$ cat src/rtl/ept_pkg.sv
// shared types, codes and constants of the endless pot position tracker
package ept_pkg;

  // default widths
  localparam int DEFAULT_ADC_BITS      = 12;
  localparam int DEFAULT_POSITION_BITS = 16;

  // configuration register index width and reset values
  localparam int CFG_INDEX_BITS       = 3;
  localparam int THRESHOLD_RESET      = 10;
  localparam int FULL_SCALE_RESET     = 1023;
  localparam int DIVISOR_RESET        = 1;
  localparam int FLOOR_RESET          = 0;
  localparam int CEILING_RESET        = 1023;

  // configuration register indexes
  typedef enum logic [CFG_INDEX_BITS-1:0] {
    CFG_MOVE_THRESHOLD   = 3'd0,
    CFG_ADC_FULL_SCALE   = 3'd1,
    CFG_STEP_DIVISOR     = 3'd2,
    CFG_POSITION_FLOOR   = 3'd3,
    CFG_POSITION_CEILING = 3'd4
  } cfg_reg_t;

  // turn direction codes
  typedef enum logic [1:0] {
    DIR_NONE = 2'd0,
    DIR_CW   = 2'd1,
    DIR_CCW  = 2'd2
  } turn_dir_t;

  // controller states
  typedef enum logic [1:0] {
    S_IDLE,
    S_PREP,
    S_DIV,
    S_FINISH
  } ctrl_state_t;

  // commands from controller to datapath
  typedef struct packed {
    logic take;
    logic prep;
    logic div_step;
    logic finish;
  } dp_cmd_t;

  // status from datapath to controller
  typedef struct packed {
    logic div_last;
  } dp_status_t;

endpackage

$ cat src/rtl/ept_in_if.sv
// sample pair channel: valid, ready and the two wiper samples
interface ept_in_if #(
  parameter int ADC_BITS = 12
);
  logic                valid;
  logic                ready;
  logic [ADC_BITS-1:0] wiper_a;
  logic [ADC_BITS-1:0] wiper_b;

  modport source (output valid, output wiper_a, output wiper_b, input ready);
  modport sink   (input valid, input wiper_a, input wiper_b, output ready);
endinterface

$ cat src/rtl/ept_out_if.sv
// result channel: valid, ready, position, direction and moving flag
interface ept_out_if #(
  parameter int POSITION_BITS = 16
);
  logic                            valid;
  logic                            ready;
  logic signed [POSITION_BITS-1:0] position;
  logic [1:0]                      turn_direction;
  logic                            moving;

  modport source (output valid, output position, output turn_direction, output moving,
                  input ready);
  modport sink   (input valid, input position, input turn_direction, input moving,
                  output ready);
endinterface

$ cat src/rtl/endless_pot_position_tracker_core.sv
// Endless pot position tracker: top level joining controller and datapath.
//
// Usage: sample_in carries one pair of wiper samples per transfer (valid/ready);
// result_out returns exactly one result per sample: the clamped position, the
// turn direction and the moving flag. Configuration is written through the
// plain write port (cfg_write, cfg_index, cfg_data); the user must write it only
// while the block is idle, and the block itself does not enforce this. Indexes beyond the
// register list are ignored.
// Flow: a sample is captured on its input transfer, then classified and loaded
// into the restoring divider, then divided bit by bit, and then committed. The
// controller returns to idle before it takes the next sample, and one sample is
// in work at a time, so a new sample is not taken before the last one is
// committed.
// Stall: the result sits in an output register; a new sample is taken while it
// waits, and the commit of that sample holds until the register is free.
// Reset (rst, synchronous): previous wipers and position clear to zero, the
// configuration registers return to their defaults, no result is pending.
module endless_pot_position_tracker_core
  import ept_pkg::*;
#(
  parameter int ADC_BITS      = DEFAULT_ADC_BITS,
  parameter int POSITION_BITS = DEFAULT_POSITION_BITS,
  parameter int CFG_BITS      = (ADC_BITS > POSITION_BITS) ? ADC_BITS : POSITION_BITS
)(
  input  logic                      clk,
  input  logic                      rst,
  input  logic                      cfg_write,
  input  logic [CFG_INDEX_BITS-1:0] cfg_index,
  input  logic [CFG_BITS-1:0]       cfg_data,
  ept_in_if.sink                    sample_in,
  ept_out_if.source                 result_out
);

  dp_cmd_t    cmd;
  dp_status_t status;

  // sequencing
  ept_ctrl u_ctrl (
    .clk       (clk),
    .rst       (rst),
    .in_valid  (sample_in.valid),
    .in_ready  (sample_in.ready),
    .out_valid (result_out.valid),
    .out_ready (result_out.ready),
    .cmd       (cmd),
    .status    (status)
  );

  // arithmetic and state
  ept_datapath #(
    .ADC_BITS      (ADC_BITS),
    .POSITION_BITS (POSITION_BITS),
    .CFG_BITS      (CFG_BITS)
  ) u_datapath (
    .clk            (clk),
    .rst            (rst),
    .cfg_write      (cfg_write),
    .cfg_index      (cfg_index),
    .cfg_data       (cfg_data),
    .wiper_a        (sample_in.wiper_a),
    .wiper_b        (sample_in.wiper_b),
    .cmd            (cmd),
    .status         (status),
    .position       (result_out.position),
    .turn_direction (result_out.turn_direction),
    .moving         (result_out.moving)
  );

endmodule

$ cat src/rtl/ept_ctrl.sv
// controller state machine: sequences capture, divide and commit of one sample
module ept_ctrl
  import ept_pkg::*;
(
  input  logic       clk,
  input  logic       rst,
  input  logic       in_valid,
  output logic       in_ready,
  output logic       out_valid,
  input  logic       out_ready,
  output dp_cmd_t    cmd,
  input  dp_status_t status
);

  ctrl_state_t state, state_next;
  logic        out_valid_next;

  // state and output valid registers
  always_ff @(posedge clk) begin
    if (rst) begin
      state     <= S_IDLE;
      out_valid <= 1'b0;
    end else begin
      state     <= state_next;
      out_valid <= out_valid_next;
    end
  end

  // next state and commands
  always_comb begin
    state_next     = state;
    out_valid_next = out_valid & ~out_ready;
    cmd            = '0;
    in_ready       = 1'b0;
    case (state)
      S_IDLE: begin
        in_ready = 1'b1;
        if (in_valid) begin
          cmd.take   = 1'b1;
          state_next = S_PREP;
        end
      end
      S_PREP: begin
        cmd.prep   = 1'b1;
        state_next = S_DIV;
      end
      S_DIV: begin
        cmd.div_step = 1'b1;
        if (status.div_last) begin
          state_next = S_FINISH;
        end
      end
      S_FINISH: begin
        // commit only when the output register is free
        if (!out_valid || out_ready) begin
          cmd.finish     = 1'b1;
          out_valid_next = 1'b1;
          state_next     = S_IDLE;
        end
      end
      default: begin
        state_next = S_IDLE;
      end
    endcase
  end

  // input transfer always starts the prepare step
  a_take_to_prep: assert property (@(posedge clk) disable iff (rst)
    (in_valid && in_ready) |=> (state == S_PREP))
    else $error("input transfer not followed by prepare");

  // a new result only appears after a commit
  a_rise_after_finish: assert property (@(posedge clk) disable iff (rst)
    $rose(out_valid) |-> ($past(state) == S_FINISH))
    else $error("result valid without commit");

  // last divide step leads to commit
  a_div_to_finish: assert property (@(posedge clk) disable iff (rst)
    (state == S_DIV && status.div_last) |=> (state == S_FINISH))
    else $error("divider end not followed by commit");

endmodule

$ cat src/rtl/ept_datapath.sv
// datapath: configuration, wiper classification, serial divider and clamped accumulator
module ept_datapath
  import ept_pkg::*;
#(
  parameter int ADC_BITS      = DEFAULT_ADC_BITS,
  parameter int POSITION_BITS = DEFAULT_POSITION_BITS,
  parameter int CFG_BITS      = (ADC_BITS > POSITION_BITS) ? ADC_BITS : POSITION_BITS
)(
  input  logic                            clk,
  input  logic                            rst,
  input  logic                            cfg_write,
  input  logic [CFG_INDEX_BITS-1:0]       cfg_index,
  input  logic [CFG_BITS-1:0]             cfg_data,
  input  logic [ADC_BITS-1:0]             wiper_a,
  input  logic [ADC_BITS-1:0]             wiper_b,
  input  dp_cmd_t                         cmd,
  output dp_status_t                      status,
  output logic signed [POSITION_BITS-1:0] position,
  output logic [1:0]                      turn_direction,
  output logic                            moving
);

  localparam int WIDE_BITS = ((POSITION_BITS > ADC_BITS) ? POSITION_BITS : ADC_BITS) + 2;
  localparam int CNT_BITS  = $clog2(ADC_BITS + 1);
  localparam int SCL_BITS  = ADC_BITS + 3;

  // configuration registers
  logic [ADC_BITS-1:0]             move_threshold;
  logic [ADC_BITS-1:0]             adc_full_scale;
  logic [ADC_BITS-1:0]             step_divisor;
  logic signed [POSITION_BITS-1:0] position_floor;
  logic signed [POSITION_BITS-1:0] position_ceiling;

  always_ff @(posedge clk) begin
    if (rst) begin
      move_threshold   <= ADC_BITS'(THRESHOLD_RESET);
      adc_full_scale   <= ADC_BITS'(FULL_SCALE_RESET);
      step_divisor     <= ADC_BITS'(DIVISOR_RESET);
      position_floor   <= POSITION_BITS'(FLOOR_RESET);
      position_ceiling <= POSITION_BITS'(CEILING_RESET);
    end else if (cfg_write) begin
      case (cfg_index)
        CFG_MOVE_THRESHOLD:   move_threshold   <= cfg_data[ADC_BITS-1:0];
        CFG_ADC_FULL_SCALE:   adc_full_scale   <= cfg_data[ADC_BITS-1:0];
        CFG_STEP_DIVISOR:     step_divisor     <= cfg_data[ADC_BITS-1:0];
        CFG_POSITION_FLOOR:   position_floor   <= cfg_data[POSITION_BITS-1:0];
        CFG_POSITION_CEILING: position_ceiling <= cfg_data[POSITION_BITS-1:0];
        default: ;
      endcase
    end
  end

  // tracker state
  logic [ADC_BITS-1:0]             last_wiper_a;
  logic [ADC_BITS-1:0]             last_wiper_b;
  logic signed [POSITION_BITS-1:0] knob_position;

  // captured sample and per-item work registers
  logic [ADC_BITS-1:0] cur_a;
  logic [ADC_BITS-1:0] cur_b;
  turn_dir_t           dir;
  logic [ADC_BITS-1:0] quo;
  logic [ADC_BITS:0]   rem;
  logic [ADC_BITS-1:0] divisor;
  logic [CNT_BITS-1:0] count;

  // sample capture
  always_ff @(posedge clk) begin
    if (cmd.take) begin
      cur_a <= wiper_a;
      cur_b <= wiper_b;
    end
  end

  // movement classification against the dead band
  turn_dir_t          move_a, move_b, dir_next;
  logic [ADC_BITS-1:0] half;
  logic [SCL_BITS-1:0] a_x5;
  logic                a_in_band;
  logic [ADC_BITS-1:0] diff;

  function automatic turn_dir_t classify(input logic [ADC_BITS-1:0] now,
                                         input logic [ADC_BITS-1:0] prev,
                                         input logic [ADC_BITS-1:0] th);
    turn_dir_t res;
    res = DIR_NONE;
    if ({1'b0, now} > ({1'b0, prev} + {1'b0, th})) begin
      res = DIR_CW;
    end else if (({1'b0, now} + {1'b0, th}) < {1'b0, prev}) begin
      res = DIR_CCW;
    end
    return res;
  endfunction

  always_comb begin
    move_a = classify(cur_a, last_wiper_a, move_threshold);
    move_b = classify(cur_b, last_wiper_b, move_threshold);
    half   = adc_full_scale >> 1;
    // direction from both movements and the half-scale tests
    dir_next = DIR_NONE;
    if (move_a == DIR_CCW && move_b == DIR_CCW) begin
      dir_next = (cur_a > cur_b) ? DIR_CW : DIR_CCW;
    end else if (move_a == DIR_CW && move_b == DIR_CW) begin
      dir_next = (cur_a < cur_b) ? DIR_CW : DIR_CCW;
    end else if (move_a == DIR_CW && move_b == DIR_CCW) begin
      dir_next = (cur_a > half || cur_b > half) ? DIR_CW : DIR_CCW;
    end else if (move_a == DIR_CCW && move_b == DIR_CW) begin
      dir_next = (cur_a < half || cur_b < half) ? DIR_CW : DIR_CCW;
    end
    // wiper a usable between 20 and 80 percent of full scale
    a_x5      = {1'b0, cur_a, 2'b00} + SCL_BITS'(cur_a);
    a_in_band = (a_x5 < {1'b0, adc_full_scale, 2'b00}) &&
                (a_x5 > SCL_BITS'(adc_full_scale));
    if (a_in_band) begin
      diff = (cur_a >= last_wiper_a) ? (cur_a - last_wiper_a) : (last_wiper_a - cur_a);
    end else begin
      diff = (cur_b >= last_wiper_b) ? (cur_b - last_wiper_b) : (last_wiper_b - cur_b);
    end
  end

  // restoring divider, one quotient bit per cycle
  logic [ADC_BITS:0] shifted;
  always_comb begin
    shifted = {rem[ADC_BITS-1:0], quo[ADC_BITS-1]};
  end

  always_ff @(posedge clk) begin
    if (cmd.prep) begin
      dir     <= dir_next;
      quo     <= diff;
      rem     <= '0;
      count   <= '0;
      divisor <= (step_divisor == '0) ? ADC_BITS'(1) : step_divisor;
    end else if (cmd.div_step) begin
      count <= count + CNT_BITS'(1);
      if (shifted >= {1'b0, divisor}) begin
        rem <= shifted - {1'b0, divisor};
        quo <= {quo[ADC_BITS-2:0], 1'b1};
      end else begin
        rem <= shifted;
        quo <= {quo[ADC_BITS-2:0], 1'b0};
      end
    end
  end

  always_comb begin
    status.div_last = (count == CNT_BITS'(ADC_BITS - 1));
  end

  // step accumulation and clamping
  logic signed [WIDE_BITS-1:0]     sum;
  logic signed [POSITION_BITS-1:0] knob_next;
  always_comb begin
    if (dir == DIR_CW) begin
      sum = WIDE_BITS'(knob_position) + $signed({{(WIDE_BITS-ADC_BITS){1'b0}}, quo});
    end else begin
      sum = WIDE_BITS'(knob_position) - $signed({{(WIDE_BITS-ADC_BITS){1'b0}}, quo});
    end
    if (dir == DIR_NONE) begin
      knob_next = knob_position;
    end else if (sum < WIDE_BITS'(position_floor)) begin
      knob_next = position_floor;
    end else if (sum > WIDE_BITS'(position_ceiling)) begin
      knob_next = position_ceiling;
    end else begin
      knob_next = sum[POSITION_BITS-1:0];
    end
  end

  // tracker state update
  always_ff @(posedge clk) begin
    if (rst) begin
      last_wiper_a  <= '0;
      last_wiper_b  <= '0;
      knob_position <= '0;
    end else if (cmd.finish) begin
      last_wiper_a  <= cur_a;
      last_wiper_b  <= cur_b;
      knob_position <= knob_next;
    end
  end

  // output register
  always_ff @(posedge clk) begin
    if (cmd.finish) begin
      position       <= knob_next;
      turn_direction <= dir;
      moving         <= (dir != DIR_NONE);
    end
  end

  // remainder stays below the divisor while dividing
  a_rem_bound: assert property (@(posedge clk) disable iff (rst)
    cmd.div_step |-> (rem < {1'b0, divisor}))
    else $error("divider remainder out of range");

  // moving flag agrees with the committed direction
  a_moving_dir: assert property (@(posedge clk) disable iff (rst)
    cmd.finish |=> (moving == (turn_direction != DIR_NONE)))
    else $error("moving flag disagrees with direction");

endmodule

$ cat src/flat_wrapper.sv
// flat-port wrapper written by rule: the top's interface ports become plain ports
module endless_pot_position_tracker_core_flat import ept_pkg::*;
#(
  parameter int ADC_BITS      = DEFAULT_ADC_BITS,
  parameter int POSITION_BITS = DEFAULT_POSITION_BITS,
  parameter int CFG_BITS      = (ADC_BITS > POSITION_BITS) ? ADC_BITS : POSITION_BITS
)
  (clk, rst, cfg_write, cfg_index, cfg_data, sample_in_valid, sample_in_wiper_a, sample_in_wiper_b, sample_in_ready, result_out_valid, result_out_position, result_out_turn_direction, result_out_moving, result_out_ready);
  ept_in_if #(.ADC_BITS(ADC_BITS)) sample_in_i ();
  ept_out_if #(.POSITION_BITS(POSITION_BITS)) result_out_i ();
  input  logic clk;
  input  logic rst;
  input  logic cfg_write;
  input  logic [CFG_INDEX_BITS-1:0] cfg_index;
  input  logic [CFG_BITS-1:0] cfg_data;
  input wire logic [$bits(sample_in_i.valid)-1:0] sample_in_valid;
  input wire logic [$bits(sample_in_i.wiper_a)-1:0] sample_in_wiper_a;
  input wire logic [$bits(sample_in_i.wiper_b)-1:0] sample_in_wiper_b;
  output wire logic [$bits(sample_in_i.ready)-1:0] sample_in_ready;
  output wire logic [$bits(result_out_i.valid)-1:0] result_out_valid;
  output wire logic [$bits(result_out_i.position)-1:0] result_out_position;
  output wire logic [$bits(result_out_i.turn_direction)-1:0] result_out_turn_direction;
  output wire logic [$bits(result_out_i.moving)-1:0] result_out_moving;
  input wire logic [$bits(result_out_i.ready)-1:0] result_out_ready;
  assign sample_in_i.valid = sample_in_valid;
  assign sample_in_i.wiper_a = sample_in_wiper_a;
  assign sample_in_i.wiper_b = sample_in_wiper_b;
  assign sample_in_ready = sample_in_i.ready;
  assign result_out_valid = result_out_i.valid;
  assign result_out_position = result_out_i.position;
  assign result_out_turn_direction = result_out_i.turn_direction;
  assign result_out_moving = result_out_i.moving;
  assign result_out_i.ready = result_out_ready;
  endless_pot_position_tracker_core #(.ADC_BITS(ADC_BITS), .POSITION_BITS(POSITION_BITS), .CFG_BITS(CFG_BITS)) u_core (.clk(clk), .rst(rst), .cfg_write(cfg_write), .cfg_index(cfg_index), .cfg_data(cfg_data), .sample_in(sample_in_i), .result_out(result_out_i));
endmodule
$ cat config.mk
export PLATFORM = sky130hd
export DESIGN_NAME = endless_pot_position_tracker_core_flat
export DESIGN_NICKNAME = d
export VERILOG_FILES = /design/src/rtl/ept_pkg.sv /design/src/rtl/ept_in_if.sv /design/src/rtl/ept_out_if.sv /design/src/rtl/endless_pot_position_tracker_core.sv /design/src/rtl/ept_ctrl.sv /design/src/rtl/ept_datapath.sv /design/src/flat_wrapper.sv
export SDC_FILE = /design/constraint.sdc
export NUM_CORES = 1
export LEC_CHECK = 0
export BUFFER_PORTS_ARGS = -buffer_cell sky130_fd_sc_hd__buf_4
export CELL_PAD_IN_SITES_DETAIL_PLACEMENT = 1
export CELL_PAD_IN_SITES_GLOBAL_PLACEMENT = 2
export CORE_MARGIN = 4
export CORE_UTILIZATION = 36
export CTS_CLUSTER_SIZE = 10
export DETAILED_ROUTE_END_ITERATION = 16
export PLACE_DENSITY = 0.82
export SLEW_MARGIN = 20
export SYNTH_ARGS = -nofsm -noshare
export SYNTH_HDL_FRONTEND = slang
export SYNTH_SLANG_ARGS = --single-unit
$ cat constraint.sdc
create_clock -name clk -period 5.15 [get_ports clk]
set_input_delay 0.515 -clock clk [delete_from_list [all_inputs] [get_ports clk]]
set_output_delay 0.515 -clock clk [all_outputs]
set_load 0.03 [all_outputs]
==> results.yml, run 1 <==
clock_tree:
  max-clock-path-buffers: 2
  cts_hold_buf: 0
  cts-root-buf: "clkbuf_16"
  clkLatencyLatePin_ps: 470
  reg_clk_slew_reported_paths_ps: 90
  numCtsBuffers: 17
  tritoncts: "done"
  clkSinkCount: 196
  ctsHtreeMaxLevel: 4
floorplanning:
  die_height_um: 224
  ioPinCount: 69
  chipWidth_um: 224
  core_mm2: 0.0458
  floorplan.rows: 78
  die-area_mm2: 0.0502
  initial_utilization: 0.367
synthesis:
  dominant_register_cell_in_the_synthesized_netlist: "dfxtp_1"
  synth_area_mm2: 0.0168
  post_synth_fa_ha_maj_area_fraction: 0.219
  ys_warn_count: 0
  synth_largest_area_cell: "ha_1"
  asyncSetResetFlopFracSynth: 0
  yosys.cell_count.top_type: "ha_1"
  largest_family_of_logic_cells_by_synthesized_area: "adder cells"
  synth_fp_nets: 2304
  ys_top_cells_by_count: "ha_1, nand2_1, a21oi_1"
  netlist_top_cells_area: "ha_1, dfxtp_1, edfxtp_1, nand2_1, a21oi_1"
  number_of_enable_type_register_cells_in_the_synthesized_netlist: 69
  postSynthRegisterBits: 196
  fraction_of_the_mapped_netlist_area_in_compound_gates: 0.197
  synth_cell_type_count: 79
  proportion_of_netlist_area_held_by_the_largest_area_contributor: 0.206
  number_of_instances_in_the_synthesized_netlist: 1969
  simple_logic_cell_fraction_of_the_synthesized_area: 0.163
  synth.mux.area_fraction: 0.0421
  post_synthesis_sequential_area_ratio: 0.275
  synthXorXnorAreaFrac: 0.0522
  synth.avg_cell_area_um2: 8.53
detailed_routing:
  postRouteAntennaNets: 0
  drt_wl_total_um: 58100
  drt_pre_antenna_iters: 5
  routed-via-count: 15005
  post_drt_via_cell_ratio: 5.52
  post_route_drc: 0
  initialDrtViolationCount: 738
  wl_per_cell_um: 21.4
final_layout:
  multi_input_area_mm2: 0.0118
  layout-drive-gt1-share: 0.151
  antenna_cells_inserted: 0
  area.growth.synth_to_final_pct: 18.3
  finalInstanceArea_mm2: 0.0199
  seqCellArea_mm2: 0.00461
  nFillCells: 5336
  nets: 2438
  utilization: 0.434
sta:
  hold_viol: 0
  setup_violations: 11
  maxSlewViolCount: 0
  timing.clock.skew_ps: 13.2
  timing.final.ws_setup_ps: -91.6
  final.period_utilization: 1.02
  max_slew.worst_pin.slew_ps: 864
  fmax_mhz: 191
  rsz0062_at_grt: "yes"
  layout_min_cycle_time_ps: 5240
  timing.max_slew.rel_slack: 0.424
  setup_tns_ps: -335
grt:
  grt_start_max_net_pins: 71
  track_usage: 0.224
  initial_antenna_violation_count: 1
  grt_first_pass_wirelength_um: 88800
  gr-total-overflow: 0
  via_count_of_the_first_global_routing_pass: 15734
hold_path:
  holdCritPathClass: "primary input to flip-flop"
worst_setup_path:
  path_cells: "or4_4 > nand2b_4 > nand2_2 > xnor2_2 > ha_1 > a21oi_2 > o21a_1 > a2111oi_4 > buf_4 > nor3_1 > xor2_1 > inv_1 > buf_4 > ha_1 > nand4_1 > nor2_2 > nand4_1 > a31oi_2 > o21ai_4 > mux2_4 > mux2_4 > mux2_4"
  cp.arrival_ps: 5460
  critical_path_required_ps: 5370
  setup.worst_path.end_class: "flip-flop"
  crit_slowest_cell: "or4_4"
  critPathMaxFanout: 3
  buffer_and_inverter_count_on_the_worst_path: 3
  critical_path_s_largest_stage_delay_ps: 560
  cp_common_cell: "mux2_4"
  criticalPathCategory: "flip-flop to flip-flop"
  critPathLaunchType: "flip-flop"
  crit_family: "simple AND/OR/NAND/NOR gates"
placed_design:
  place_congestion: 0.891
  io_buffer_count: 68
  placed_area_mm2: 0.0185
  detailedPlacementHpwl_um: 44900
power:
  ir_worst_vdd_mv: 0.314
  powerDensity_mw_per_mm2: 563
  total_power_draw_w: 0.0112
  p_leak_nw: 8.63
run_status:
  outcome: "finished with violations"
  violations: "setup timing"
flow_run:
  max-cap-violations: 0
==> placed cells by master, fill, tap and decap left out, types with 22 or more instances in the layout <==
| cell type | count |
|---|---|
| edfxtp_1 | 69 |
| xnor2_1 | 58 |
| a21o_1 | 68 |
| nor2_1 | 117 |
| a21oi_1 | 166 |
| nor2b_1 | 38 |
| mux2i_1 | 39 |
| dfxtp_1 | 127 |
| xor2_1 | 35 |
| nand2_1 | 234 |
| nor3_1 | 28 |
| o21a_1 | 22 |
| inv_1 | 155 |
| o21ai_0 | 49 |
| nand4_1 | 22 |
| nand3_1 | 32 |
| buf_4 | 173 |
| a211oi_1 | 36 |
| ha_1 | 265 |
==> what timing repair did <==
item	in CTS	in global routing
cloned	0	2
setup endpoints to repair	32	34
setup buffers	13	11
pin swaps	20	43
gates resized for setup	33	88
==> metrics by stage <==
stage / worst slack [ps] / hold WS [ps] / std cells
2_1_floorplan: 29.2 / 436 / 1969
3_3_place_gp: -242 / 445 / 2660
3_5_place_dp: -311 / 450 / 2660
4_1_cts: -10.4 / 189 / 2704
5_1_grt: -270 / 194 / 2716
6_report: -91.6 / 212 / 2716
==> kinds of logic after synthesis <==
group           Yosys count
compound gates          505
buf+inv                 228
simple gates            585
xor+xnor                100
mux                      68
flops                   196
fa+ha+maj               287
==> worst register-to-register path: stages (launching register included) <==
cell and delay (ps):
edfxtp_1 400, or4_4 560, nand2b_4 190, nand2_2 90, xnor2_2 120, ha_1 290
a21oi_2 180, o21a_1 220, a2111oi_4 80, buf_4 160, nor3_1 250, xor2_1 240
inv_1 100, buf_4 140, ha_1 290, nand4_1 140, nor2_2 150, nand4_1 170
a31oi_2 260, o21ai_4 120, mux2_4 320, mux2_4 260, mux2_4 260
==> routing by layer <==
metal  vias to the layer above  GRT usage  wire length (um)
met2                       270      0.392             28100
met5                         -          0                 0
li1                       7292          -                 -
met1                      7341      0.282             25800
met3                       102     0.0351              1950
met4                         0     0.0781              2140
==> power by group <==
part | leakage, nW | switching (W) | internal [W]
Clock | 0.293 | 0.000727 | 0.000679
Combinational | 6.66 | 0.00409 | 0.00341
Sequential | 1.68 | 0.000293 | 0.00199
==> final cells by class <==
cell class | count | area share
Multi-Input combinational cell | 1545 | 0.594
Sequential cell | 196 | 0.232
Timing Repair Buffer | 185 | 0.0753
Tap cell | 600 | 0.0378
Inverter | 158 | 0.0299
Clock buffer | 18 | 0.0227
Clock inverter | 14 | 0.00794
==> flip-flops by register name, indices dropped and copies added (netlist names), 16 cells and up <==
signal,flops
u_core.u_datapath.position_ceiling,16
u_core.u_datapath.position_floor,16
u_core.u_datapath.position,16
u_core.u_datapath.knob_position,16
==> final timing paths <==
kind	start	to	slack, ps	cells past startpoint
max reg2reg	u_core.u_datapath.quo[6]$_DFFE_PP_	u_core.u_datapath.position[0]$_DFFE_PP_	-90	22
min reg2reg	u_core.u_datapath.position_floor[4]$_SDFFE_PP0P_	u_core.u_datapath.position_floor[4]$_SDFFE_PP0P_	460	2
min	sample_in_wiper_b[9]	u_core.u_datapath.cur_b[9]$_DFFE_PP_	210	1
max	u_core.u_datapath.quo[6]$_DFFE_PP_	u_core.u_datapath.position[0]$_DFFE_PP_	-90	22
No activity file was read; power rests on OpenSTA's default activity.
==> run 2, diff against run 1 <==
--- a/config.mk
+++ b/config.mk
@@ -5,15 +5,17 @@
 export SDC_FILE = /design/constraint.sdc
 export NUM_CORES = 1
 export LEC_CHECK = 0
+export ABC_AREA = 1
 export BUFFER_PORTS_ARGS = -buffer_cell sky130_fd_sc_hd__buf_4
 export CELL_PAD_IN_SITES_DETAIL_PLACEMENT = 1
 export CELL_PAD_IN_SITES_GLOBAL_PLACEMENT = 2
 export CORE_MARGIN = 4
-export CORE_UTILIZATION = 36
+export CORE_UTILIZATION = 33
 export CTS_CLUSTER_SIZE = 10
 export DETAILED_ROUTE_END_ITERATION = 16
-export PLACE_DENSITY = 0.82
+export PLACE_DENSITY = 0.81
 export SLEW_MARGIN = 20
 export SYNTH_ARGS = -nofsm -noshare
 export SYNTH_HDL_FRONTEND = slang
 export SYNTH_SLANG_ARGS = --single-unit
+export TNS_END_PERCENT = 30
==> run 2 against run 1 <==
Effect of this change:
- the run now ends clean
- sequential power up 3%
- utilization decreased by 6.3 points
- count of clock-buffer cells in the layout is 1 higher
- critical path type unchanged
- largest cell class unchanged
==> results.yml, run 2 <==
run_status:
  outcome: "complete, no violations"
sta:
  fin_worst_hold_slack_ps: 195
  fmax_mhz: 210
  final.period_utilization: 0.925
  max_slew.worst_pin.slew_ps: 935
  maxSlewViolCount: 0
  timing.final.ws_setup_ps: 385
  timing.clock.skew_ps: 17.8
  setup_violations: 0
  layout_min_cycle_time_ps: 4760
  timing.max_slew.rel_slack: 0.376
  hold_viol: 0
worst_setup_path:
  cp.arrival_ps: 5010
  critical_path.startpoint: "u_core.u_datapath.quo[0]$_DFFE_PP_"
  setup.worst_path.end_class: "flip-flop"
  cp-endpoint: "u_core.u_datapath.position[2]$_DFFE_PP_"
  worst_r2r_startpoint: "u_core.u_datapath.quo[0]$_DFFE_PP_"
  cp_common_cell: "nand2_1"
  critical_path_required_ps: 5400
  critPathLaunchType: "flip-flop"
  worst_setup_slack_for_register_to_register_paths_ps: 390
  criticalPathCategory: "flip-flop to flip-flop"
  critical_path_s_largest_stage_delay_ps: 450
  count_of_cells_along_the_worst_register_to_register_path: 28
  crit_slowest_cell: "edfxtp_1"
  endpoint_of_the_worst_slack_reg_to_reg_timing_path: "u_core.u_datapath.position[2]$_DFFE_PP_"
  critPathMaxFanout: 9
floorplanning:
  ioPinCount: 69
  floorplan.rows: 85
  die_height_um: 242
  core_mm2: 0.0540
  chipWidth_um: 242
  initial_utilization: 0.335
  die-area_mm2: 0.0587
power:
  p_leak_nw: 10.1
  power.share.sequential: 0.206
  ir_worst_vdd_mv: 0.264
  net-switching-power_w: 0.00605
  cell_internal_pwr_w: 0.00536
  powerDensity_mw_per_mm2: 569
  total_power_draw_w: 0.0114
  power_switching_share: 0.530
  combinationalPowerShare: 0.671
  power_frac_clock: 0.123
final_layout:
  layout-drive-gt1-share: 0.0719
  mostFrequentLayoutCell: "nand2_1"
  area.growth.synth_to_final_pct: 10.8
  post_layout_nonfiller_instances: 3326
  layout.cells.most_common_list: "nand2_1, inv_1, ha_1"
  nets: 2951
  nFillCells: 6858
  utilization: 0.371
placed_design:
  place.detailed.instances: 3290
  io_buffer_count: 68
  place_congestion: 0.919
  pre_cts_ws_ps: 252
  detailedPlacementHpwl_um: 51000
grt:
  via_count_of_the_first_global_routing_pass: 17692
  grt_start_max_net_pins: 69
  initial_antenna_violation_count: 0
  track_usage: 0.214
  gr-total-overflow: 0
  grt_first_pass_wirelength_um: 99200
synthesis:
  dominant_register_cell_in_the_synthesized_netlist: "dfxtp_1"
  yosys.cell_count.top_type: "nand2_1"
  synth_largest_area_cell: "ha_1"
  post_synthesis_sequential_area_ratio: 0.255
  asyncSetResetFlopFracSynth: 0
  number_of_instances_in_the_synthesized_netlist: 2572
  synth_cell_type_count: 53
  ys_top_cells_by_count: "nand2_1, inv_1, ha_1"
  proportion_of_netlist_area_held_by_the_largest_area_contributor: 0.191
  number_of_enable_type_register_cells_in_the_synthesized_netlist: 69
  synth.avg_cell_area_um2: 7.04
  synth_area_mm2: 0.0181
  synth_fp_nets: 2907
  netlist_top_cells_area: "ha_1, dfxtp_1, nand2_1, edfxtp_1, inv_1"
  postSynthRegisterBits: 196
  ys_warn_count: 0
clock_tree:
  clkSinkCount: 196
  ctsHtreeMaxLevel: 4
  reg_clk_slew_reported_paths_ps: 80
  max-clock-path-buffers: 2
  tritoncts: "done"
  numCtsBuffers: 17
  clkLatencyLatePin_ps: 500
  cts-root-buf: "clkbuf_16"
  cts_hold_buf: 0
detailed_routing:
  post_route_drc: 0
  drt_wl_total_um: 63300
  wl_per_cell_um: 19.0
  routed-via-count: 17143
  drt_pre_antenna_iters: 7
  post_drt_via_cell_ratio: 5.15
  postRouteAntennaNets: 0
  initialDrtViolationCount: 956
flow_run:
  max-cap-violations: 0
hold_path:
  holdCritPathClass: "primary input to flip-flop"
[run 2: cell count changes in the layout (fill, tap and decap cells not counted), moves of 64 or more]
cell	delta
nand2_1	+394
inv_1	+206
nand3_1	+109
o21ai_0	+81
buf_4	-71
a21oi_1	+64
[run 2: power by group through the flow]
stage	clock [W]	combinational [W]	sequential (W)
after floorplan	0	0.00545	0.00232
after global placement	0	0.00726	0.00236
after detailed placement	0	0.00750	0.00237
after CTS	0.00145	0.00757	0.00234
after global routing	0.00150	0.00878	0.00238
final	0.00140	0.00766	0.00235
[run 2: cells by family after synthesis]
logic type      Yosys count  synth area share
simple gates           1058             0.248
compound gates          474             0.145
buf+inv                 449            0.0974
fa+ha+maj               287             0.203
flops                   196             0.255
xor+xnor                108            0.0522
[run 2: how the worst min path moves through the flow]
stage	from	end	cells past startpoint
after floorplan	u_core.u_datapath.step_divisor[0]$_SDFFE_PP1P_	u_core.u_datapath.step_divisor[0]$_SDFFE_PP1P_	2
after global placement	u_core.u_datapath.step_divisor[3]$_SDFFE_PP0P_	u_core.u_datapath.divisor[3]$_SDFFCE_PN0P_	0
after detailed placement	u_core.u_datapath.step_divisor[3]$_SDFFE_PP0P_	u_core.u_datapath.divisor[3]$_SDFFCE_PN0P_	0
after CTS	sample_in_wiper_a[0]	u_core.u_datapath.cur_a[0]$_DFFE_PP_	1
after global routing	sample_in_wiper_a[2]	u_core.u_datapath.cur_a[2]$_DFFE_PP_	1
final	sample_in_wiper_a[4]	u_core.u_datapath.cur_a[4]$_DFFE_PP_	1
[run 2: worst max-delay path: cells and delay by family, from the launching register on]
kind	cells	cell delay, ps
fa+ha+maj	2	590
simple gates	18	2240
xor+xnor	2	370
flops	1	450
compound gates	3	510
buf+inv	3	330
[run 2: final cells by class]
cell class	count	area (um2)	area share
Multi-Input combinational cell	1927	11800	0.589
Sequential cell	196	4610	0.230
Inverter	372	1400	0.0698
Timing Repair Buffer	102	766	0.0382
Tap cell	696	871	0.0434
Antenna cell	1	2.50	0.000125
Clock buffer	19	464	0.0231
Clock inverter	13	133	0.00661
[run 2: layer usage]
| layer | vias to the layer above | global-route usage | wire, um |
|---|---|---|---|
| li1 | 8536 | - | - |
| met1 | 8252 | 0.273 | 29400 |
| met2 | 265 | 0.369 | 30000 |
| met3 | 90 | 0.0348 | 2050 |
| met4 | 0 | 0.0668 | 1790 |
| met5 | - | 0 | 0 |
[run 2: through the flow]
stage	area [um2]	setup TNS (ps)
after detailed placement	19400	0
after global placement	19400	0
final	20100	0
after floorplan	18100	0
after global routing	20100	-40.1
after CTS	20000	0
[run 2: what timing repair did]
item,in CTS,in global routing
endpoints found under the setup margin,0,32
setup buffers,0,3
gates resized for setup,0,16
